## config.mk

```make
export PLATFORM = sky130hd
export DESIGN_NAME = thermistor_adc_to_temperature_core
export DESIGN_NICKNAME = d
export VERILOG_FILES = /design/src/rtl/core/tatc_pkg.sv /design/src/rtl/core/tatc_rom.sv /design/src/rtl/core/tatc_div.sv /design/src/rtl/core/thermistor_adc_to_temperature_core.sv
export SDC_FILE = /design/constraint.sdc
export NUM_CORES = 1
export LEC_CHECK = 0
export CORE_MARGIN = 4
export CORE_UTILIZATION = 45
export CTS_CLUSTER_DIAMETER = 30
export DETAILED_ROUTE_END_ITERATION = 7
export DONT_BUFFER_PORTS = 1
export GPL_TIMING_DRIVEN = 0
export PLACE_DENSITY = 0.71
export REMOVE_ABC_BUFFERS = 1
export SLEW_MARGIN = 0
export SYNTH_ARGS = -nofsm -noshare
export SYNTH_HDL_FRONTEND = slang
export SYNTH_SLANG_ARGS = --single-unit
```

## constraint.sdc

```tcl
create_clock -name clk -period 12.4 [get_ports clk]
set_input_delay 3.72 -clock clk [delete_from_list [all_inputs] [get_ports clk]]
set_output_delay 3.72 -clock clk [all_outputs]
set_load 0.05 [all_outputs]
```

## src/rtl/core/tatc_pkg.sv

```systemverilog
`default_nettype none
// ----------------------------------------------------------------------------
// tatc_pkg
// Shared widths, constants and types for the thermistor ADC to temperature core.
// ----------------------------------------------------------------------------
package tatc_pkg;

	localparam int ADC_BITS      = 12;
	localparam int FRAC_BITS     = 8;
	localparam int TABLE_ENTRIES = 111;
	localparam int IDX_W         = $clog2(TABLE_ENTRIES);
	localparam int TEMP_W        = 16;
	localparam int QUO_W         = FRAC_BITS + 1;
	localparam int TEMP_LO       = -40;

	typedef logic [ADC_BITS-1:0]      adc_t;
	typedef logic [IDX_W-1:0]         idx_t;
	typedef logic signed [TEMP_W-1:0] temp_t;
	typedef logic [QUO_W-1:0]         quo_t;

	// first and last table entries, the clamp limits
	localparam adc_t ROM_FIRST = ADC_BITS'(3978);
	localparam adc_t ROM_LAST  = ADC_BITS'(607);
	localparam idx_t LAST_IDX  = IDX_W'(TABLE_ENTRIES - 1);

	typedef enum logic [2:0] {
		ST_IDLE,
		ST_SEARCH,
		ST_RD_UP,
		ST_RD_LO,
		ST_DIV,
		ST_DONE
	} state_t;

	typedef struct packed {
		logic start;
		adc_t num;
		adc_t den;
	} div_req_t;

	typedef struct packed {
		logic done;
		quo_t quo;
	} div_rsp_t;

endpackage
`default_nettype wire

```

## src/rtl/core/tatc_rom.sv

```systemverilog
`default_nettype none
// ----------------------------------------------------------------------------
// tatc_rom
// Synchronous table of ADC codes, one per degree from -40 C to 70 C.
// ----------------------------------------------------------------------------
module tatc_rom (
	input  wire logic           clk,
	input  wire tatc_pkg::idx_t rd_addr,
	output tatc_pkg::adc_t      rd_data
);

	localparam tatc_pkg::adc_t NTC_ROM [0:tatc_pkg::TABLE_ENTRIES-1] = '{
		12'd3978, 12'd3970, 12'd3962, 12'd3953, 12'd3944, 12'd3935, 12'd3924, 12'd3914,
		12'd3902, 12'd3890, 12'd3878, 12'd3865, 12'd3851, 12'd3836, 12'd3821, 12'd3805,
		12'd3789, 12'd3771, 12'd3753, 12'd3734, 12'd3714, 12'd3694, 12'd3673, 12'd3650,
		12'd3627, 12'd3603, 12'd3578, 12'd3553, 12'd3526, 12'd3499, 12'd3470, 12'd3441,
		12'd3411, 12'd3379, 12'd3347, 12'd3314, 12'd3281, 12'd3246, 12'd3210, 12'd3174,
		12'd3137, 12'd3099, 12'd3060, 12'd3021, 12'd2981, 12'd2940, 12'd2898, 12'd2857,
		12'd2814, 12'd2771, 12'd2727, 12'd2683, 12'd2639, 12'd2594, 12'd2549, 12'd2504,
		12'd2458, 12'd2412, 12'd2367, 12'd2321, 12'd2275, 12'd2229, 12'd2184, 12'd2138,
		12'd2093, 12'd2048, 12'd2003, 12'd1958, 12'd1914, 12'd1870, 12'd1826, 12'd1783,
		12'd1741, 12'd1699, 12'd1657, 12'd1617, 12'd1576, 12'd1536, 12'd1497, 12'd1459,
		12'd1421, 12'd1384, 12'd1348, 12'd1312, 12'd1277, 12'd1242, 12'd1209, 12'd1176,
		12'd1144, 12'd1112, 12'd1082, 12'd1052, 12'd1022, 12'd994,  12'd966,  12'd939,
		12'd912,  12'd886,  12'd861,  12'd836,  12'd813,  12'd789,  12'd767,  12'd745,
		12'd723,  12'd703,  12'd682,  12'd663,  12'd644,  12'd625,  12'd607
	};

	tatc_pkg::adc_t rd_data_q;

	always_ff @(posedge clk) begin
		rd_data_q <= NTC_ROM[rd_addr];
	end

	assign rd_data = rd_data_q;

endmodule
`default_nettype wire

```

## src/rtl/core/tatc_div.sv

```systemverilog
`default_nettype none
// ----------------------------------------------------------------------------
// tatc_div
// Restoring radix-2 divider: floor(num * 2^FRAC_BITS / den) for num <= den.
// ----------------------------------------------------------------------------
module tatc_div (
	input  wire logic               clk,
	input  wire logic               arst_n,
	input  wire tatc_pkg::div_req_t req,
	output tatc_pkg::div_rsp_t      rsp
);

	localparam int REM_W = tatc_pkg::ADC_BITS + 1;
	localparam int CNT_W = $clog2(tatc_pkg::QUO_W + 1);

	logic                  busy_q;
	logic                  done_q;
	logic [CNT_W-1:0]      cnt_q;
	logic [REM_W-1:0]      rem_q;
	tatc_pkg::adc_t        den_q;
	tatc_pkg::quo_t        quo_q;

	logic                  ge;
	logic [REM_W-1:0]      rem_sub;

	// zero divisor yields a zero quotient
	assign ge      = (den_q != '0) && (rem_q >= {1'b0, den_q});
	assign rem_sub = ge ? (rem_q - {1'b0, den_q}) : rem_q;

	always_ff @(posedge clk or negedge arst_n) begin
		if (!arst_n) begin
			busy_q <= 1'b0;
			done_q <= 1'b0;
			cnt_q  <= '0;
		end else begin
			done_q <= busy_q && (cnt_q == CNT_W'(1));
			if (req.start) begin
				busy_q <= 1'b1;
				cnt_q  <= CNT_W'(tatc_pkg::QUO_W);
			end else if (busy_q) begin
				cnt_q <= cnt_q - CNT_W'(1);
				if (cnt_q == CNT_W'(1)) begin
					busy_q <= 1'b0;
				end
			end
		end
	end

	always_ff @(posedge clk) begin
		if (req.start) begin
			rem_q <= {1'b0, req.num};
			den_q <= req.den;
			quo_q <= '0;
		end else if (busy_q) begin
			rem_q <= {rem_sub[REM_W-2:0], 1'b0};
			quo_q <= {quo_q[tatc_pkg::QUO_W-2:0], ge};
		end
	end

	assign rsp.done = done_q;
	assign rsp.quo  = quo_q;

endmodule
`default_nettype wire

```

## src/rtl/core/thermistor_adc_to_temperature_core.sv

```systemverilog
`default_nettype none
// ----------------------------------------------------------------------------
// thermistor_adc_to_temperature_core
// NTC divider sample to degrees C (q8): table binary search plus linear
// interpolation with a serial divider.
// ----------------------------------------------------------------------------
//  channel  | handshake                 | payload
//  ---------+---------------------------+---------------------------------------
//  input    | in_valid / in_stall       | adc_sample
//  output   | out_valid / out_stall     | temperature_q8, below_range,
//           |                           | above_range, segment_index
//
//  one sample at a time; in_stall is high until the result is loaded
//  accept to next accept: a clamped sample goes from accept to output load;
//  an in-range sample takes the accept, 6 or 7 table probes at one read per
//  cycle, two reads for the segment bounds, the bit-serial divider and the
//  output register load, plus any time that register stays full under stall
//  arst_n clears the sequencer, the divider control and output valid only
// ----------------------------------------------------------------------------
module thermistor_adc_to_temperature_core (
	input  wire logic                              clk,
	input  wire logic                              arst_n,
	input  wire logic                              in_valid,
	output logic                                   in_stall,
	input  wire logic [tatc_pkg::ADC_BITS-1:0]     adc_sample,
	output logic                                   out_valid,
	input  wire logic                              out_stall,
	output logic signed [tatc_pkg::TEMP_W-1:0]     temperature_q8,
	output logic                                   below_range,
	output logic                                   above_range,
	output logic [tatc_pkg::IDX_W-1:0]             segment_index
);

	localparam int ONE = 1 << tatc_pkg::FRAC_BITS;

	function automatic tatc_pkg::idx_t mid_of(tatc_pkg::idx_t lo, tatc_pkg::idx_t hi);
		mid_of = lo + ((hi - lo) >> 1);
	endfunction

	tatc_pkg::state_t   state_q, state_d;
	tatc_pkg::adc_t     x_q, x_d;
	tatc_pkg::idx_t     lo_q, lo_d, hi_q, hi_d, mid_q, mid_d, seg_q, seg_d;
	tatc_pkg::adc_t     upper_q, upper_d;
	logic               below_q, below_d, above_q, above_d;
	tatc_pkg::quo_t     quo_q, quo_d;
	tatc_pkg::idx_t     lo_n, hi_n;

	tatc_pkg::idx_t     rom_addr;
	tatc_pkg::adc_t     rom_rd_data;
	tatc_pkg::div_req_t div_req;
	tatc_pkg::div_rsp_t div_rsp;

	logic               load_out;
	logic               out_valid_q;
	tatc_pkg::temp_t    base;
	tatc_pkg::temp_t    temp_d;
	tatc_pkg::temp_t    temp_q;
	logic               below_out_q, above_out_q;
	tatc_pkg::idx_t     seg_out_q;

	tatc_rom u_rom (
		.clk     (clk),
		.rd_addr (rom_addr),
		.rd_data (rom_rd_data)
	);

	tatc_div u_div (
		.clk    (clk),
		.arst_n (arst_n),
		.req    (div_req),
		.rsp    (div_rsp)
	);

	assign in_stall = (state_q != tatc_pkg::ST_IDLE);

	always_comb begin
		state_d  = state_q;
		x_d      = x_q;
		lo_d     = lo_q;
		hi_d     = hi_q;
		mid_d    = mid_q;
		seg_d    = seg_q;
		upper_d  = upper_q;
		below_d  = below_q;
		above_d  = above_q;
		quo_d    = quo_q;
		lo_n     = lo_q;
		hi_n     = hi_q;
		rom_addr = mid_q;
		div_req  = '0;
		load_out = 1'b0;
		unique case (state_q)
			tatc_pkg::ST_IDLE: begin
				if (in_valid) begin
					x_d     = adc_sample;
					below_d = 1'b0;
					above_d = 1'b0;
					quo_d   = '0;
					if (adc_sample >= tatc_pkg::ROM_FIRST) begin
						below_d = 1'b1;
						seg_d   = '0;
						state_d = tatc_pkg::ST_DONE;
					end else if (adc_sample <= tatc_pkg::ROM_LAST) begin
						above_d = 1'b1;
						seg_d   = tatc_pkg::LAST_IDX;
						state_d = tatc_pkg::ST_DONE;
					end else begin
						lo_d     = tatc_pkg::IDX_W'(1);
						hi_d     = tatc_pkg::LAST_IDX;
						mid_d    = mid_of(tatc_pkg::IDX_W'(1), tatc_pkg::LAST_IDX);
						rom_addr = mid_d;
						state_d  = tatc_pkg::ST_SEARCH;
					end
				end
			end
			tatc_pkg::ST_SEARCH: begin
				// read data belongs to the probe issued last cycle
				if (rom_rd_data < x_q) begin
					hi_n = mid_q;
				end else begin
					lo_n = mid_q + tatc_pkg::IDX_W'(1);
				end
				lo_d = lo_n;
				hi_d = hi_n;
				if (lo_n < hi_n) begin
					mid_d    = mid_of(lo_n, hi_n);
					rom_addr = mid_d;
				end else begin
					seg_d    = lo_n;
					rom_addr = lo_n - tatc_pkg::IDX_W'(1);
					state_d  = tatc_pkg::ST_RD_UP;
				end
			end
			tatc_pkg::ST_RD_UP: begin
				upper_d  = rom_rd_data;
				rom_addr = seg_q;
				state_d  = tatc_pkg::ST_RD_LO;
			end
			tatc_pkg::ST_RD_LO: begin
				div_req.start = 1'b1;
				div_req.num   = x_q - rom_rd_data;
				div_req.den   = upper_q - rom_rd_data;
				state_d       = tatc_pkg::ST_DIV;
			end
			tatc_pkg::ST_DIV: begin
				if (div_rsp.done) begin
					quo_d   = div_rsp.quo;
					state_d = tatc_pkg::ST_DONE;
				end
			end
			tatc_pkg::ST_DONE: begin
				if (!out_valid_q || !out_stall) begin
					load_out = 1'b1;
					state_d  = tatc_pkg::ST_IDLE;
				end
			end
			default: begin
				state_d = tatc_pkg::ST_IDLE;
			end
		endcase
	end

	// clamps carry a zero quotient, so the same formula covers them
	assign base   = tatc_pkg::TEMP_W'((int'(seg_q) + tatc_pkg::TEMP_LO) * ONE);
	assign temp_d = base - tatc_pkg::TEMP_W'(quo_q);

	always_ff @(posedge clk or negedge arst_n) begin
		if (!arst_n) begin
			state_q     <= tatc_pkg::ST_IDLE;
			out_valid_q <= 1'b0;
		end else begin
			state_q <= state_d;
			if (load_out) begin
				out_valid_q <= 1'b1;
			end else if (!out_stall) begin
				out_valid_q <= 1'b0;
			end
		end
	end

	always_ff @(posedge clk) begin
		x_q     <= x_d;
		lo_q    <= lo_d;
		hi_q    <= hi_d;
		mid_q   <= mid_d;
		seg_q   <= seg_d;
		upper_q <= upper_d;
		below_q <= below_d;
		above_q <= above_d;
		quo_q   <= quo_d;
		if (load_out) begin
			temp_q      <= temp_d;
			below_out_q <= below_q;
			above_out_q <= above_q;
			seg_out_q   <= seg_q;
		end
	end

	assign out_valid      = out_valid_q;
	assign temperature_q8 = temp_q;
	assign below_range    = below_out_q;
	assign above_range    = above_out_q;
	assign segment_index  = seg_out_q;

endmodule
`default_nettype wire
```

==> results by stage, run 1 <==
Outcome:
- The run finished with clean final reports.

Synthesis:
- The cell area after technology mapping is roughly 10000 um2.
- The fraction of registers with async set/reset is under 10%.
- The count of flip-flops with a built-in enable after synthesis is between 100 and 150.
- The warning count from the yosys run is 0.
- The mean post-synth cell area is between 8 and 9 um2.
- In the synthesized netlist the dominant register cell turns out to be sky130_fd_sc_hd__edfxtp_1.
- The commonest cells after synthesis are sky130_fd_sc_hd__nand2_1, sky130_fd_sc_hd__edfxtp_1, sky130_fd_sc_hd__nor2_1.
- Sorting the synthesized cells by area gives the leading types as sky130_fd_sc_hd__edfxtp_1, sky130_fd_sc_hd__ha_1, sky130_fd_sc_hd__nand2_1.
- The cell count after synthesis came out at ~1200.
- The share of the synthesized area in the top cell type is 32.2%.
- Yosys mapped the design onto 83 distinct sky130hd cell types.
- The dominant cell by count in the synthesized netlist is sky130_fd_sc_hd__nand2_1.
- The proportion of synthesized chip area in sequential cells is about 39%.
- The register bit count reported by yosys is roughly 140.
- sky130_fd_sc_hd__edfxtp_1 takes more of the synthesized area than any other cell.

Die:
- The area enclosed by the die boundary is roughly 26000 um2.
- The overall die width is ~160 um.
- The placeable core area is 22700 um2.
- For this design the top-level I/O count stands at 43.
- The initial utilization of the core area, before any placement, comes to between 40% and 50%.
- The die span in y is approximately 160 um.
- The standard-cell row count is 55.

Critical path:
- The slowest stage of the critical path belongs to the cell sky130_fd_sc_hd__a211oi_1.
- The data arrival at the endpoint of the critical path is between 8000 and 9000 ps.
- The critical path is of the primary input to flip-flop type.
- STA classifies the critical path endpoint as a flip-flop.
- Of all nets on the critical path, the largest fanout is 40.
- The signal on the critical path passes through nand4_1 -> a211oi_1 -> or2_2 -> nor2_1 -> o21ai_0 -> a21oi_1 -> a21o_1 -> nor2_4 -> inv_2 -> a21oi_1 -> a22o_1 -> a311oi_1 -> or4_1 -> and4_1.
- In this design, the stage delay of the slowest critical-path cell is 920 ps.
- STA puts the critical path data required time at roughly 13000 ps.
- The number of buffer and inverter stages on the critical path is 1.
- The type of element launching the critical path is a primary input.
- The cell with the most instances on the worst path is sky130_fd_sc_hd__a21oi_1.
- Broken down by cell family, the worst path's largest delay share belongs to compound AO/OA/AOI/OAI gates.

Global route:
- The wire length of the first global-routing pass is between 40000 and 50000 um.
- The total congestion overflow is 0.
- The initial antenna violation count was 0.
- The number of global-route vias before repair is 8250.
- The largest net degree at the start of global routing is 56.
- Global routing used between 20% and 30% of the available tracks.

STA:
- The clock period could shrink to around 8500 ps.
- The setup violation total in the final timing report is 0.
- The maximum frequency from static timing analysis is 0.118 GHz.
- The aggregate negative setup slack is 0 ps.
- Across the routed clock network, the largest skew measured is 11.3 ps.
- At the pin with the least slew margin, the transition time is 1280 ps.
- The number of hold violations in the final report is 0.
- Setup repair after global routing left no endpoint under its margin.
- Of the available clock period, the critical path in the final layout requires 68.3%.
- The worst max-slew margin expressed relative to the limit is between 10% and 20%.
- The max-slew violation count is 0.

Routing:
- Once detail routing completed, the nets flagged for antenna violations numbered 0.
- The first routing iteration left 1027 violations.
- The wire length after detailed routing is 26400 um.
- The number of design rule violations left after detail routing is 0.
- Dividing the detail-routed wire length by the instance count gives approximately 19 um.
- Detailed routing inserted a total of just under 9000 vias.
- Before antenna repair, the detailed router went through 6 iterations.
- The via density per instance is around 6.2.

Cells and area:
- 0 antenna diodes ended up in the layout.
- Of the cells placed in the final design, the portion with a size suffix greater than 1 is 6.15%.
- With fillers left out, the area of the finished cells amounts to roughly 11000 um2.
- Across the whole layout, storage elements account for roughly 4100 um2.
- The count of nets after finishing is roughly 1200.
- In the final layout, the multi-input gates occupy 5890 um2.
- The filler cells instantiated in the layout total between 2000 and 2500.
- The area added between synthesis and finish is 7.82%.

Placed design:
- The total cell area at the placement stage is 10700 um2.
- Port buffering added 0 buffers.
- The congestion estimate from routability-driven global placement came to approximately 0.92.
- The post-detailed-placement half-perimeter wirelength is ~19000 um.

Clock tree:
- The clock insertion delay at the later pin of the skew report is ~430 ps.
- Clock-pin slew was measured on the worst setup and hold paths at about 60 ps.
- The count of instances resized after the clock tree is built is 0.
- The H-tree was split into 4 levels.
- CTS saw approximately 140 sinks.
- The cell at the root of the clock tree is sky130_fd_sc_hd__clkbuf_16.
- The maximum clock insertion buffer count is 2.
- Buffers inserted to repair hold after CTS numbered 0.
- The CTS tree is done.
- The number of post-CTS setup repair buffers is 0.
- The number of clock buffers added by TritonCTS is 17.

Min path:
- The path class of the tightest hold or removal check is flip-flop to flip-flop.

Run:
- Across the run, the number of max-cap violations was 0.
[through the flow]
step / hold WS [ps] / util, % / worst slack [ps] / instances
after floorplan: 400 / - / 5150 / 1101
after global placement: 412 / 46.4 / 3060 / 1386
after detailed placement: 418 / 46.9 / 3680 / 1392
after CTS: 431 / 49.6 / 4120 / 1424
after global routing: 435 / 49.6 / 3660 / 1424
final: 430 / 49.6 / 3930 / 1424
[layout make-up]
type | instances | share of cell area (%)
multi-input cells | 886 | 52.3
flip-flops and latches | 144 | 36.0
clock buffers | 17 | 3.78
well taps | 285 | 3.16
inverters | 71 | 2.39
clock inverters | 15 | 1.70
repair buffers | 6 | 0.711
[flip-flops by register name (all words and copies together), names as in the netlist, 9 cells and up]
register / count
u_rom.rd_data: 12
u_div.den_q: 12
u_div.quo_q: 9
u_div.rem_q: 13
quo_q: 9
x_q: 12
temperature_q8: 16
upper_q: 12
[final timing paths]
path                                  start  depth (start not counted)  slack (ps)          endpoint
min in group asynchronous            arst_n                          0        2990        state_q[0]
hold reg to reg            u_rom.rd_data[9]                          0         430        upper_q[9]
max in group asynchronous            arst_n                          0        9340        state_q[2]
hold / removal             u_rom.rd_data[9]                          0         430        upper_q[9]
setup / recovery              adc_sample[8]                         14        3930  u_rom.rd_data[5]
setup reg to reg           u_rom.rd_data[0]                         21        3960  u_rom.rd_data[5]
[layout by cell type (no fill, tap or decap), types with 11 or more instances in the layout]
cell / instances
sky130_fd_sc_hd__nand2_1: 121
sky130_fd_sc_hd__edfxtp_1: 112
sky130_fd_sc_hd__nor2_1: 111
sky130_fd_sc_hd__a21oi_1: 79
sky130_fd_sc_hd__o21ai_0: 75
sky130_fd_sc_hd__ha_1: 72
sky130_fd_sc_hd__inv_1: 68
sky130_fd_sc_hd__xnor2_1: 39
sky130_fd_sc_hd__nor3_1: 31
sky130_fd_sc_hd__nand3_1: 29
sky130_fd_sc_hd__dfxtp_1: 22
sky130_fd_sc_hd__mux2i_1: 21
sky130_fd_sc_hd__a211oi_1: 20
sky130_fd_sc_hd__o211ai_1: 19
sky130_fd_sc_hd__xor2_1: 18
sky130_fd_sc_hd__clkbuf_16: 17
sky130_fd_sc_hd__nand2b_1: 14
sky130_fd_sc_hd__o21a_1: 13
sky130_fd_sc_hd__and2_1: 13
sky130_fd_sc_hd__nor2b_1: 12
sky130_fd_sc_hd__nand4_1: 11
[worst reg2reg max path, stage by stage, from the launching register on]
cell,delay [ps]
sky130_fd_sc_hd__dfxtp_1,360
sky130_fd_sc_hd__ha_1,230
sky130_fd_sc_hd__fa_1,390
sky130_fd_sc_hd__nand2b_1,220
sky130_fd_sc_hd__a2111o_1,430
sky130_fd_sc_hd__o211ai_2,170
sky130_fd_sc_hd__nand2_1,520
sky130_fd_sc_hd__o21ai_0,790
sky130_fd_sc_hd__ha_1,440
sky130_fd_sc_hd__nand3_1,220
sky130_fd_sc_hd__or4_1,520
sky130_fd_sc_hd__o211ai_1,230
sky130_fd_sc_hd__o211ai_2,130
sky130_fd_sc_hd__or2_1,410
sky130_fd_sc_hd__a21o_1,310
sky130_fd_sc_hd__nor2_4,750
sky130_fd_sc_hd__inv_2,570
sky130_fd_sc_hd__a21oi_1,610
sky130_fd_sc_hd__a22o_1,210
sky130_fd_sc_hd__a311oi_1,50
sky130_fd_sc_hd__or4_1,510
sky130_fd_sc_hd__and4_1,240
[metal layers]
| layer | vias to the layer above | part of all wire [%] | GRT usage [%] |
|---|---|---|---|
| met1 | 4125 | 43 | 26.9 |
| met5 | - | 0 | 0 |
| met2 | 405 | 46 | 32.4 |
| met4 | 0 | 3.9 | 8.53 |
| li1 | 4200 | - | - |
| met3 | 81 | 7.2 | 3.75 |
[logic make-up after synthesis]
logic type               count (synthesis)  synth area share [%]
adder cells (fa/ha/maj)                 75                  9.19
buffers and inverters                  134                  5.15
AND/OR/NAND/NOR                        402                  18.8
AO/OA/AOI/OAI                          330                  21.1
XOR/XNOR                                57                  4.78
flip-flops                             144                  38.8
multiplexers                            22                  2.12
Power of run 1 is left out: the tool's default activity adds up to more than one toggle a clock period on the data nets, which glitch-free logic cannot reach.
==> inputs of run 2 (changes only) <==
==> constraint.sdc (replaced) <==
create_clock -name clk -period 8.6 [get_ports clk]
set_input_delay 2.58 -clock clk [delete_from_list [all_inputs] [get_ports clk]]
set_output_delay 2.58 -clock clk [all_outputs]
set_load 0.05 [all_outputs]
==> run 2 against run 1 <==
- first-iteration DRC count increased by 5.5%
- clock skew decreased by 1.1 ps
- cell count is the same
- core utilization did not move
- non-clock buffer count did not move
- sequential share of layout area is the same
- critical path depth grew 7
- cell area unchanged
- highest routed layer unchanged
==> results by stage, run 2 (same netlist as run 1, synthesis figures left out) <==
Clock tree:
- The number of buffers created by CTS came to 17 (unchanged).
- The maximum clock insertion buffer count is 2 (unchanged).
- The hold buffer count at cts was 0 (unchanged).
- The clock insertion delay at the later pin of the skew report is 420 ps (about the same).
- The number of post-CTS setup repair buffers is 0 (unchanged).
- The cell at the root of the clock tree is sky130_fd_sc_hd__clkbuf_16.
- The clock slew seen by the registers of the worst setup and hold paths is 60 ps (about the same).
- The deepest level of the CTS H-tree is 4 (unchanged).
- The clock sink total is 144 (unchanged).
- The count of instances resized after the clock tree is built came to 0 (unchanged).
- The CTS tree is done.

Global route:
- The global-route met1 utilization was 26.9% (+0.033 points).
- The total congestion overflow came to 0 (unchanged).
- The wire length of the first global-routing pass is 42800 um (about the same).
- The largest net degree at the start of global routing came to 56 (unchanged).
- The number of global-route vias before repair is 8249 (-0.012%).
- The total global-route track usage is 20.2% (about the same).
- The initial antenna violation count is 0 (unchanged).
- The global-route track usage on met3 is 3.72% (-0.026 points).
- The most used routing layer in global routing is met2.
- The global routing usage on met2 came to 32.6% (+0.12 points).

Die:
- The area enclosed by the die boundary is 25700 um2 (unchanged).
- The count of boundary I/O pins is 43 (unchanged).
- The die span in y is 160 um (unchanged).
- The overall die width is 160 um (unchanged).
- The standard-cell row count is 55 (unchanged).
- The starting density of the core is 46.0% (unchanged).
- The placeable core area was 22700 um2 (unchanged).

Routing:
- The number of detailed-route iterations in the first pass is 5 (-1).
- The number of design rule violations left after detail routing is 0 (unchanged).
- The via density per instance is 6.17 (-0.25%).
- The final routed wire length divided by cell count was 18.5 um (about the same).
- The number of vias after detailed routing was 8789 (-0.25%).
- The violation count after the first detailed-routing iteration was 1083 (+5.5%).
- The wire length after detailed routing came to 26400 um (about the same).
- The number of antenna-violating nets in the routed design came to 0 (unchanged).

Cells and area:
- The final core utilization is 49.6% (unchanged).
- The count of placed standard cells in the final layout, fillers left out is 1424 (unchanged).
- The top cell types in the final layout, fill and taps aside, are sky130_fd_sc_hd__nand2_1, sky130_fd_sc_hd__edfxtp_1, sky130_fd_sc_hd__nor2_1.
- The final antenna diode count is 0 (unchanged).
- The area added between synthesis and finish is 7.82% (unchanged).
- The most common library cell in the layout ignoring fill and taps is sky130_fd_sc_hd__nand2_1.
- The count of nets after finishing is 1217 (unchanged).
- The share of cells above drive strength 1 is 6.15% (unchanged).
- The number of flip-flops under the largest register name came to 16 (unchanged).

Placed design:
- The post-detailed-placement half-perimeter wirelength is 19000 um (unchanged).
- The count of placed standard cells including taps was 1392 (unchanged).
- The number of I/O port buffers is 0 (unchanged).
- The routability-driven placement congestion ratio is 0.915 (unchanged).

Min path:
- In this run the most critical hold path is launched from u_rom.rd_data[9].
- The depth of the worst hold-timing path is 0 (unchanged).
- The worst-case hold path end point is upper_q[9].
- The tightest min-delay check is of the flip-flop to flip-flop type.

Run:
- The max-cap check violation count is 0 (unchanged).

Critical path:
- The critical path class is flip-flop to flip-flop.
- The stage delay of the slowest cell on the critical path is 730 ps (-190 ps).
- Walking the worst path, the cells encountered are ha_1 -> fa_1 -> nand2b_1 -> a2111o_1 -> o211ai_2 -> nand2_1 -> o21ai_1 -> ha_1 -> nand3_1 -> or4_1 -> o211ai_1 -> o211ai_2 -> or2_1 -> a21o_1 -> nor2_4 -> inv_2 -> a21oi_1 -> a22o_1 -> a311oi_1 -> or4_1 -> and4_1.
- The data required time of the worst path is 8900 ps (-3790 ps).
- The cell with the biggest individual delay on the critical path is sky130_fd_sc_hd__nor2_4.
- The critical-path maximum fanout is 40 (unchanged).
- The worst setup path is captured at a flip-flop.
- The startpoint identified for the worst register-to-register timing path is u_rom.rd_data[0].
- The worst flop-to-flop path endpoint is u_rom.rd_data[5].
- The worst setup path is launched from a flip-flop.
- The data arrival at the endpoint of the critical path is 8480 ps (-280 ps).
- The cell count of the worst reg-to-reg path is 21 (unchanged).
- The flop-to-flop setup slack is 420 ps (-3540 ps).

STA:
- The post-route fraction of the period consumed by the critical path is 95.2%.
- Setup repair after global routing left no endpoint under its margin.
- Based on the critical path, the design can be clocked at up to roughly 0.12 GHz.
- The post-route minimum period is about 8200 ps.
- The final hold slack is 430 ps (-0.00200 ps).
- The setup violation total in the final timing report is 0 (unchanged).
- The worst clock skew is 10.2 ps (-1.06 ps).
- The worst max-slew margin expressed relative to the limit was 15.6% (+0.66 points).
- The max-slew violation count is 0 (unchanged).
- The number of hold violations in the final report is 0 (unchanged).
- The transition time at the pin with the least slew margin is 1270 ps (-9.86 ps).

Outcome:
- The flow ran to the end, and the final reports show no timing, DRC or antenna violations.
run 2: area by class of cell:
type / count / area, um2
fillers: 2073 / 11400
multi-input cells: 886 / 5890
flip-flops and latches: 144 / 4050
clock buffers: 17 / 425
well taps: 285 / 357
inverters: 71 / 269
clock inverters: 15 / 191
repair buffers: 6 / 80.1
run 2: critical path: cells and delay by family (launching register included):
kind                     cells  cell delay (ps)
AND/OR/NAND/NOR              8             3350
AO/OA/AOI/OAI                9             2720
adder cells (fa/ha/maj)      3             1030
buffers and inverters        1              560
flip-flops                   1              360
run 2: routing by layer:
metal	share of wire [%]	wire length [um]	vias up
li1	-	-	4205
met1	43	11500	4114
met2	46	12200	404
met3	7.0	1850	66
met4	3.2	852	0
met5	0	0	-
run 2: worst max-delay path by stage:
| stage | from | to | slack [ps] | cells past startpoint |
|---|---|---|---|---|
| floorplan | x_q[0] | u_rom.rd_data[3] | 2120 | 26 |
| global placement | u_rom.rd_data[0] | u_rom.rd_data[7] | -160 | 20 |
| detailed placement | u_rom.rd_data[0] | u_rom.rd_data[5] | 510 | 21 |
| CTS | u_rom.rd_data[0] | u_rom.rd_data[5] | 480 | 21 |
| global route | u_rom.rd_data[0] | u_rom.rd_data[5] | 90 | 21 |
| finish | u_rom.rd_data[0] | u_rom.rd_data[5] | 420 | 21 |
run 2: metrics by stage:
stage	cell area [um2]	TNS [ps]	setup slack (ps)
after floorplan	10200	0	2120
after global placement	10500	-159	-159
after detailed placement	10700	0	512
after CTS	11300	0	478
after global routing	11300	0	86.7
final	11300	0	416
Power of run 2 is left out for the same reason.
==> inputs of run 3 (changes only) <==
--- a/config.mk
+++ b/config.mk
@@ -11,7 +11,9 @@
 export DETAILED_ROUTE_END_ITERATION = 7
 export DONT_BUFFER_PORTS = 1
 export GPL_TIMING_DRIVEN = 0
+export HOLD_SLACK_MARGIN = 0.03
 export PLACE_DENSITY = 0.71
+export RECOVER_POWER = 25
 export REMOVE_ABC_BUFFERS = 1
 export SLEW_MARGIN = 0
 export SYNTH_ARGS = -nofsm -noshare
==> run 3 against run 2 <==
- clock skew rose by 2.3 ps
- count of clock-buffer cells in the layout did not move
- register-to-register slack barely moved
- sequential share of layout area did not move
- routed wire length barely moved
- cell area did not move
- critical endpoint unchanged
==> results by stage, run 3 (same netlist as run 1, synthesis figures left out) <==
Outcome:
- The flow ran to the end, and the final reports show no timing, DRC or antenna violations.

Placed design:
- The number of I/O port buffers is 0 (unchanged).
- The post-detailed-placement half-perimeter wirelength was 19000 um (unchanged).
- The count of placed standard cells including taps came to 1392 (unchanged).
- The routability-driven placement congestion ratio is 0.915 (unchanged).

Critical path:
- The critical register-to-register path startpoint is u_rom.rd_data[0].
- STA classifies the critical path startpoint as a flip-flop.
- The critical-path maximum fanout is 40 (unchanged).
- The cell count of the worst reg-to-reg path came to 21 (unchanged).
- The flop-to-flop setup slack is 410 ps (about the same).
- The data required time of the worst path is 8900 ps (about the same).
- The worst flop-to-flop path endpoint is u_rom.rd_data[5].
- The worst setup path is captured at a flip-flop.
- The critical path class is flip-flop to flip-flop.
- The data arrival at the endpoint of the critical path is 8480 ps (about the same).

Routing:
- The number of detailed-route iterations in the first pass was 5 (unchanged).
- The number of vias after detailed routing was 8777 (-0.14%).
- The number of antenna-violating nets in the routed design was 0 (unchanged).
- The total met3 wirelength after detailed routing is 1830 um (-1.3%).
- The violation count after the first detailed-routing iteration is 1083 (unchanged).
- The total routed wire length on the met1 layer came to 11500 um (+0.16%).
- The total length of routed met2 wires is 12200 um (-0.16%).
- The via density per instance came to 6.16 (-0.14%).
- The wire length after detailed routing is 26400 um (about the same).
- In this run the top signal layer used is met4.
- The number of design rule violations left after detail routing is 0 (unchanged).
- The final routed wire length divided by cell count is 18.5 um (about the same).

Run:
- The max-cap check violation count came to 0 (unchanged).

Min path:
- In this run the worst hold path is classified as flip-flop to flip-flop.
- The path with the worst hold slack has its endpoint at upper_q[9].
- The launch instance of the worst min-delay path is u_rom.rd_data[9].
- The depth of the worst hold-timing path is 0 (unchanged).

Cells and area:
- Leaving out fill and tap cells, the most frequent cell in the layout is sky130_fd_sc_hd__nand2_1.
- The number of flip-flops under the largest register name came to 16 (unchanged).
- The final antenna diode count is 0 (unchanged).
- In the layout the commonest cells are sky130_fd_sc_hd__nand2_1, sky130_fd_sc_hd__edfxtp_1, sky130_fd_sc_hd__nor2_1.
- The share of cells above drive strength 1 is 6.15% (unchanged).
- The area added between synthesis and finish is 7.82% (unchanged).
- The count of nets after finishing was 1217 (unchanged).
- The final core utilization is 49.6% (unchanged).
- The count of placed standard cells in the final layout, fillers left out is 1424 (unchanged).

STA:
- Setup repair after global routing left no endpoint under its margin.
- The post-route minimum period is 8190 ps (+2.24 ps).
- The transition time at the pin with the least slew margin is 1300 ps (+35.1 ps).
- The max-slew violation count is 0 (unchanged).
- The number of hold violations in the final report is 0 (unchanged).
- The setup violation total in the final timing report came to 0 (unchanged).
- The post-route fraction of the period consumed by the critical path is 95.2% (about the same).
- The maximum frequency from static timing analysis was 0.122 GHz (about the same).
- The worst clock skew is 12.6 ps (+2.35 ps).
- The worst max-slew margin expressed relative to the limit is 13.2% (-2.3 points).

Global route:
- The initial antenna violation count is 0 (unchanged).
- The largest net degree at the start of global routing is 56 (unchanged).
- The total congestion overflow is 0 (unchanged).
- The number of global-route vias before repair was 8249 (unchanged).
- The wire length of the first global-routing pass came to 42800 um (unchanged).
- The total global-route track usage is 20.2% (unchanged).

Clock tree:
- The maximum clock insertion buffer count was 2 (unchanged).
- The clock sink total was 144 (unchanged).
- The number of buffers created by CTS is 17 (unchanged).
- The clock insertion delay at the later pin of the skew report is 430 ps (about the same).
- The hold buffer count at cts is 0 (unchanged).
- The deepest level of the CTS H-tree came to 4 (unchanged).
- The clock slew seen by the registers of the worst setup and hold paths came to 60 ps (about the same).
- The number of post-CTS setup repair buffers is 0 (unchanged).
- TritonCTS built the clock tree.
- The cell at the root of the clock tree is sky130_fd_sc_hd__clkbuf_16.

Die:
- The count of boundary I/O pins came to 43 (unchanged).
- The placeable core area came to 22700 um2 (unchanged).
- The standard-cell row count came to 55 (unchanged).
- The starting density of the core is 46.0% (unchanged).
- The area enclosed by the die boundary was 25700 um2 (unchanged).
- The overall die width is 160 um (unchanged).
- The die span in y was 160 um (unchanged).
==> run 3: cell count changes in the layout (fill, tap and decap cells not counted) <==
cell,before,now
sky130_fd_sc_hd__and2_1,13,6
sky130_fd_sc_hd__and2_0,0,7
==> run 3: worst max-delay path: stages (launching register included) <==
cell and delay, ps:
sky130_fd_sc_hd__dfxtp_1 360, sky130_fd_sc_hd__ha_1 230, sky130_fd_sc_hd__fa_1 390, sky130_fd_sc_hd__nand2b_1 220, sky130_fd_sc_hd__a2111o_1 430, sky130_fd_sc_hd__o211ai_2 170
sky130_fd_sc_hd__nand2_1 510, sky130_fd_sc_hd__o21ai_1 590, sky130_fd_sc_hd__ha_1 410, sky130_fd_sc_hd__nand3_1 210, sky130_fd_sc_hd__or4_1 510, sky130_fd_sc_hd__o211ai_1 220
sky130_fd_sc_hd__o211ai_2 130, sky130_fd_sc_hd__or2_1 410, sky130_fd_sc_hd__a21o_1 310, sky130_fd_sc_hd__nor2_4 730, sky130_fd_sc_hd__inv_2 560, sky130_fd_sc_hd__a21oi_1 600
sky130_fd_sc_hd__a22o_1 210, sky130_fd_sc_hd__a311oi_1 50, sky130_fd_sc_hd__or4_1 510, sky130_fd_sc_hd__and4_1 240
==> run 3: repair_timing <==
| item | in CTS | in global routing |
|---|---|---|
| endpoints found under the hold margin | 0 | 0 |
| resized for setup | 0 | 1 |
| endpoints found under the setup margin | 0 | 1 |
==> run 3: stage by stage <==
| step | instance area, um2 | setup slack (ps) | TNS (ps) | hold WS, ps |
|---|---|---|---|---|
| after floorplan | 10200 | 2120 | 0 | 400 |
| final | 11300 | 414 | 0 | 430 |
| after CTS | 11300 | 478 | 0 | 431 |
| after global placement | 10500 | -159 | -159 | 412 |
| after global routing | 11300 | 86.7 | 0 | 435 |
| after detailed placement | 10700 | 512 | 0 | 418 |
==> run 3: metal layers <==
layer	up-vias	GRT usage, %
li1	4201	-
met1	4114	26.9
met2	388	32.6
met3	74	3.72
met4	0	8.29
met5	-	0
==> run 3: cell type report <==
class	count	area (um2)
inverters	71	269
repair buffers	6	80.1
multi-input cells	886	5890
clock inverters	15	191
fillers	2073	11400
clock buffers	17	425
flip-flops and latches	144	4050
well taps	285	357
==> run 3: worst max path at each step <==
stage / endpoint / depth (start not counted) / slack (ps) / startpoint
2_1_floorplan: u_rom.rd_data[3] / 26 / 2120 / x_q[0]
3_3_place_gp: u_rom.rd_data[7] / 20 / -160 / u_rom.rd_data[0]
3_5_place_dp: u_rom.rd_data[5] / 21 / 510 / u_rom.rd_data[0]
4_1_cts: u_rom.rd_data[5] / 21 / 480 / u_rom.rd_data[0]
5_1_grt: u_rom.rd_data[5] / 21 / 90 / u_rom.rd_data[0]
6_report: u_rom.rd_data[5] / 21 / 410 / u_rom.rd_data[0]
Power of run 3 is left out for the same reason.
